<file path="config.mk">
export PLATFORM = sky130hd
export DESIGN_NAME = qpht_ctrl
export DESIGN_NICKNAME = d
export VERILOG_FILES = /design/src/hdl/qpht_pkg.sv /design/src/hdl/qpht_ctrl.sv
export SDC_FILE = /design/constraint.sdc
export NUM_CORES = 1
export LEC_CHECK = 0
export BUFFER_PORTS_ARGS = -buffer_cell sky130_fd_sc_hd__buf_2
export CORE_AREA = 10 10 47 49
export DETAILED_ROUTE_END_ITERATION = 8
export DIE_AREA = 0 0 57 59
export PLACE_DENSITY_LB_ADDON = 0.05
export SYNTH_ARGS = -nofsm -noshare
export SYNTH_HDL_FRONTEND = slang
export SYNTH_SLANG_ARGS = --single-unit
</file>
<file path="constraint.sdc">
create_clock -name clk -period 1.2 [get_ports clk]
set_input_delay 0.06 -clock clk [delete_from_list [all_inputs] [get_ports clk]]
set_output_delay 0.06 -clock clk [all_outputs]
set_load 0.005 [all_outputs]
</file>
<file path="src/hdl/qpht_pkg.sv">
// Package: shared constants and types for the quadratic probe hash table.
package qpht_pkg;

  localparam int unsigned DEPTH_DEFAULT = 64;
  localparam int unsigned KEY_W = 31;
  localparam int unsigned DATE_W = 32;
  localparam int unsigned SIZE_W = 7;
  localparam int unsigned SLOT_W = 6;
  localparam int unsigned STATUS_W = 3;
  localparam int unsigned MODE_W = 2;
  localparam logic [SIZE_W-1:0] TABLE_SIZE_RESET = 7'd11;

  localparam logic [MODE_W-1:0] MODE_INSERT = 2'd0;
  localparam logic [MODE_W-1:0] MODE_SEARCH = 2'd1;
  localparam logic [MODE_W-1:0] MODE_ADOPT = 2'd2;
  localparam logic [MODE_W-1:0] MODE_NONE = 2'd3;

  localparam logic [STATUS_W-1:0] ST_INSERTED = 3'd0;
  localparam logic [STATUS_W-1:0] ST_FOUND = 3'd1;
  localparam logic [STATUS_W-1:0] ST_NOT_FOUND = 3'd2;
  localparam logic [STATUS_W-1:0] ST_DUPLICATE = 3'd3;
  localparam logic [STATUS_W-1:0] ST_ADOPTED = 3'd4;
  localparam logic [STATUS_W-1:0] ST_ALREADY = 3'd5;
  localparam logic [STATUS_W-1:0] ST_FULL = 3'd6;

  // controller -> datapath
  typedef struct packed {
    logic load;       // capture input item, reset probe index
    logic mod_start;  // start reducing current probe address
    logic rd;         // issue slot read at reduced address
    logic step;       // advance probe index
    logic mark_empty; // remember first empty slot seen
    logic wr_insert;  // write new entry at empty slot
    logic wr_adopt;   // write leave date at hit slot
    logic res_load;   // load result register
    logic [STATUS_W-1:0] res_status;
    logic res_use_hit; // result from hit slot
    logic res_use_new; // result from empty slot (insert)
  } qpht_cmd_t;

  // datapath -> controller
  typedef struct packed {
    logic mod_done;
    logic hit_valid;   // read slot is occupied
    logic hit_match;   // read slot holds the key
    logic hit_adopted;
    logic last_probe;  // probe index reached S-1
    logic over_load;   // 2*occupancy > S
    logic [MODE_W-1:0] mode;
  } qpht_sts_t;

endpackage

</file>
<file path="src/hdl/qpht_ctrl.sv">
// Controller: sequences probes, decisions and result loading.
module qpht_ctrl
  import qpht_pkg::*;
(
  input  logic      clk,
  input  logic      rst,
  input  logic      in_valid,
  output logic      in_stall,
  input  logic      res_full,
  input  logic      res_take,
  input  qpht_sts_t sts,
  output qpht_cmd_t cmd,
  output logic      busy
);

  localparam logic [2:0] S_IDLE = 3'd0;
  localparam logic [2:0] S_MOD = 3'd1;
  localparam logic [2:0] S_READ = 3'd2;
  localparam logic [2:0] S_EVAL = 3'd3;
  localparam logic [2:0] S_DONE = 3'd4;

  logic [2:0] state, state_next;
  logic [STATUS_W-1:0] fin_status, fin_status_next;
  logic fin_hit, fin_hit_next, fin_new, fin_new_next;
  logic fin_ins, fin_ins_next, fin_adp, fin_adp_next;

  // accept when idle; a held result does not block a new item until output
  assign in_stall = (state != S_IDLE);
  assign busy = (state != S_IDLE);

  always_ff @(posedge clk) begin
    if (rst) begin
      state <= S_IDLE;
    end else begin
      state <= state_next;
    end
    fin_status <= fin_status_next;
    fin_hit <= fin_hit_next;
    fin_new <= fin_new_next;
    fin_ins <= fin_ins_next;
    fin_adp <= fin_adp_next;
  end

  always_comb begin
    state_next = state;
    fin_status_next = fin_status;
    fin_hit_next = fin_hit;
    fin_new_next = fin_new;
    fin_ins_next = fin_ins;
    fin_adp_next = fin_adp;
    cmd = '0;
    unique case (state)
      S_IDLE: begin
        if (in_valid) begin
          cmd.load = 1'b1;
          state_next = S_MOD;
        end
      end
      S_MOD: begin
        if (sts.mode == MODE_NONE) begin
          state_next = S_IDLE;
        end else begin
          cmd.mod_start = 1'b1;
          state_next = S_READ;
        end
      end
      S_READ: begin
        if (sts.mod_done) begin
          cmd.rd = 1'b1;
          state_next = S_EVAL;
        end
      end
      S_EVAL: begin
        fin_hit_next = 1'b0;
        fin_new_next = 1'b0;
        fin_ins_next = 1'b0;
        fin_adp_next = 1'b0;
        if (sts.hit_valid && sts.hit_match) begin
          fin_hit_next = 1'b1;
          state_next = S_DONE;
          unique case (sts.mode)
            MODE_INSERT: fin_status_next = ST_DUPLICATE;
            MODE_SEARCH: fin_status_next = ST_FOUND;
            default: begin
              if (sts.hit_adopted) begin
                fin_status_next = ST_ALREADY;
              end else begin
                fin_status_next = ST_ADOPTED;
                fin_adp_next = 1'b1;
              end
            end
          endcase
        end else if (!sts.hit_valid || sts.last_probe) begin
          // chain ends at the first empty slot or at the probe limit
          state_next = S_DONE;
          if (sts.mode != MODE_INSERT) begin
            fin_status_next = ST_NOT_FOUND;
          end else if (sts.over_load) begin
            fin_status_next = ST_FULL;
          end else if (!sts.hit_valid) begin
            fin_status_next = ST_INSERTED;
            fin_new_next = 1'b1;
            fin_ins_next = 1'b1;
            cmd.mark_empty = 1'b1;
          end else begin
            fin_status_next = ST_FULL;
          end
        end else begin
          // occupied by another key: next probe
          cmd.step = 1'b1;
          cmd.mod_start = 1'b1;
          state_next = S_READ;
        end
      end
      S_DONE: begin
        if (!res_full || res_take) begin
          cmd.wr_insert = fin_ins;
          cmd.wr_adopt = fin_adp;
          cmd.res_load = 1'b1;
          cmd.res_status = fin_status;
          cmd.res_use_hit = fin_hit;
          cmd.res_use_new = fin_new;
          state_next = S_IDLE;
        end
      end
      default: state_next = S_IDLE;
    endcase
  end

endmodule

</file>
Yosys cells after proc, flatten, opt, wreduce, memory -nomap -nowiden --
Cells that the tools add are included.
Word-level totals: logic and storage cells 60, bits in registers 9, bits of input ports 13, output and inout bits 15
Cells by class: reduce and logical (&&, ||, !) cells 13, equal/unequal tests 9, bitwise gates (word level) 1, mux-type cells 32
Operators by type and width (number):
- 2-to-1 mux 3 bit | 10
- 2-to-1 mux 8 bit | 2
- one-hot mux 3 bit (5 select lines) | 1
- 2-to-1 mux 1 bit | 14
- == test 3 x 2 -> 1 bit (second input constant) | 2
- 2-to-1 mux 2 bit | 3
- inequality test 2 bit (second input constant) | 3
- one-hot mux 3 bit (2 select lines) | 1
- nonzero test 2 bit | 2
- == test 3 x 1 -> 1 bit (second input constant) | 1
- == test 3 bit (second input constant) | 1
- zero test 3 bit | 1
- AND reduction 3 bit | 1
- nonzero test 3 bit | 1
- OR reduction 3 bit | 1
- == test 2 x 1 -> 1 bit (second input constant) | 1
- == test 2 bit (second input constant) | 1
- zero test 1 bit | 2
- zero test 2 bit | 1
- logical OR 1 bit | 2
- one-hot mux 1 bit (2 select lines) | 1
- AND reduction 2 bit | 1
- logical AND 1 bit | 1
- inverter 1 bit | 1

Longest topological paths before layout --
word-level depth 6, gate-level depth with buffers 5, mapped depth without buffers 5

Worst setup path after synthesis --
Ideal clock, no wire load.
path kind reg-to-output, from register state[1], to output cmd[7] (netlist bit), path slack 0.117 ns, path buffers 2, arrival 1.023 ns, data required time 1.140 ns, stages on the path, launching flop included 6, path through dfxtp_1 > nor2_1 > and3b_1 > buf_2 > and2_1 > buf_4
RTL lines:
- from (decl) | line qpht_ctrl.sv:22 | logic [2:0] state, state_next;
- from (signal assigned) | line qpht_ctrl.sv:35 | state <= state_next;
- to (decl) | line qpht_ctrl.sv:12 | output qpht_cmd_t cmd,

==> out/results.txt <==
Status: finished with violations
Failing checks: negative setup slack
IO Port Bufs: 27
Sw Pwr: 0.195 mW
Clk root buf: clkbuf_4
Clock power frac: 30.9%
Peak supply drop: 0.000536 V
Residual DRC count: 0
Remaining antenna violation count after routing: 0
Max clock buf depth: 2
DR vias: 531
Commonest non-fill, non-tap cell in the layout: buf_2
Final max-slew violation count: 0
GP Congestion: 0.697
Switching portion of total power: 25.9%
I/O pin total: 28
Gr ovfl total: 0
Pre-antenna DRT Iters: 4
Die Wd: 57 um
Hold Crit Depth: 2
Reg2Reg Depth: 4
Total core area: 1400 sq um
CTS tree: built
Vias in the first global route: 551
Cell count after synthesis: 59
Fin. Hold Viols: 0
Num CTS Buffers: 3
Die ar.: 3360 sq um
Largest net degree at the start of global routing: 8
Most frequent cells in the layout: buf_2 (24), edfxtp_1 (6), buf_4 (6), nand2_1 (5)
First-pass GRT wire length: 2.39 mm
Unrepaired setup endpoints after global routing: yes
Initial antenna violation count: 0
Final #Nets: 108
Pwr dens: 924 nW/um^2
Layout area overhead: 52.5%
# setup viols final: 12
Layout cells sized above 1: 57.4%
Post-Syn Area per Cell: 9.06 sq um
Number of max-cap violations: 0
Cell Rows: 14
CTS Sinks: 9
Hold slack: 0.121 ns
Crit. End Element: output pin
Ys Warns: 0
Worst Path Arrival: 1.19 ns
Post-DP HPWL: 1.12 mm
Via density: 4.83
Slew of the pin with the lowest slew margin: 0.301 ns
Fillers: 136
Post-synthesis register bit count: 9
Max frequency: 801 MHz
Chip Height: 59 um
CP startpoint kind: flop
Setup TNS: -0.399 ns
Combinational share of power: 22.4%
Fin crit share: 104%
Dpl ws: 0.0483 ns
Drt wl/cell: 13.4 um
Cell variety after synth: 25
Leak: 0.427 nW
Max FO, Critical Path: 7
# H-tree levels: 1
Setup CP Type: flop to output pin
Mapped Nets: 72
Setup ws final: -0.0479 ns
Placed inst area: 669 sq um
Sequential share of power: 46.8%
Total GRT Usage: 8.82%
Initial DRC Count: 3
Routed wire length: 1.47 mm
Worst Clk Skew: 0.00252 ns
Slew HR: 79.8%
Tmin final: 1.25 ns
Post-Syn Area: 534 sq um
Total power: 0.752 mW
Worst-Skew Late Latency: 0.26 ns
Sequential area share after synthesis: 45.0%
Final Instance Area: 815 sq um
Worst Path Required: 1.14 ns
Tightest Hold Check Type: input pin to flop
Worst-path clk slew: 0.06 ns
Initial core utilization: 38.1%
Int Power: 0.558 mW
Diode count: 0
## stage by stage
stage | util (%) | std cells
after detailed placement | 47.8 | 99
after CTS | 55.4 | 109
final | 58.1 | 110
after global routing | 58.1 | 110
after global placement | 47.8 | 99
after floorplan | - | 59
## repair_timing
item	CTS	global route
cloned	0	0
resized for setup	12	9
hold endpoints to repair	2	0
buffers inserted	5	1
hold buffers	1	0
setup endpoints to repair	13	17
pin swaps	5	3
## state kept, by name, summed over array words and instances (netlist names)
name	cells
fin_hit	1
fin_adp	1
state	3
fin_ins	1
fin_status	3
## worst max-delay path, stage by stage (launching register included)
cell,delay [ns]
dfxtp_2,0.34
nor2_4,0.10
and3b_2,0.24
and2_4,0.15
buf_2,0.10
## kinds of logic after synthesis
family / count (synthesis) / synth area share [%]
AO/OA/AOI/OAI: 9 / 12.2
buffers and inverters: 8 / 7.26
flip-flops: 9 / 45.0
AND/OR/NAND/NOR: 33 / 35.6
## worst paths after layout
path / start / to / slack, ns
hold reg to reg: state[2] / state[2] / 0.60
setup reg to reg: state[0] / fin_adp / 0.10
setup / recovery: state[0] / cmd[7] / -0.05
hold / removal: sts[2] / fin_ins / 0.12
## layout make-up
| type | instances | area (sq um) | area share, % |
|---|---|---|---|
| Multi-Input combinational cell | 42 | 292 | 35.8 |
| Clock buffer | 4 | 26.3 | 3.23 |
| Tap cell | 16 | 20.0 | 2.46 |
| Sequential cell | 9 | 246 | 30.3 |
| Timing Repair Buffer | 34 | 209 | 25.7 |
| Inverter | 5 | 21.3 | 2.61 |
## cell usage after synthesis
cell type	n	share of area [%]
nand2_1	8	5.6
and2_1	7	8.2
edfxtp_1	6	34
nor2_1	6	4.2
inv_1	4	2.8
a21oi_1	3	2.8
and3_1	3	3.5
dfxtp_1	3	11
and3b_1	2	3.3
buf_4	2	2.8
a22o_1	1	1.6
a311oi_2	1	2.8
a32oi_1	1	1.6
buf_2	1	0.94
inv_2	1	0.70
nor2b_1	1	1.2
nor2b_2	1	1.6
nor3_1	1	0.94
nor3_2	1	1.9
nor3b_2	1	2.3
o21a_1	1	1.4
o21ai_0	1	0.94
o21ai_1	1	0.94
or2_1	1	1.2
or3b_1	1	1.6
## power by group through the flow
stage	combinational (mW)	sequential (mW)	clock, mW
after floorplan	0.0751	0.353	0
after global placement	0.127	0.354	0
after detailed placement	0.129	0.355	0
after CTS	0.158	0.352	0.234
after global routing	0.189	0.353	0.254
final	0.168	0.352	0.232
## layer usage
layer	wire length, um	share of wire (%)	vias to the layer above	global-route usage [%]
met4	12	0.81	0	5.03
met3	150	10	2	4.08
met2	707	48	22	14.0
met1	603	41	238	9.55
li1	-	-	269	-
met5	0	0	-	0
Note: power is estimated with default switching activity, not from simulation.
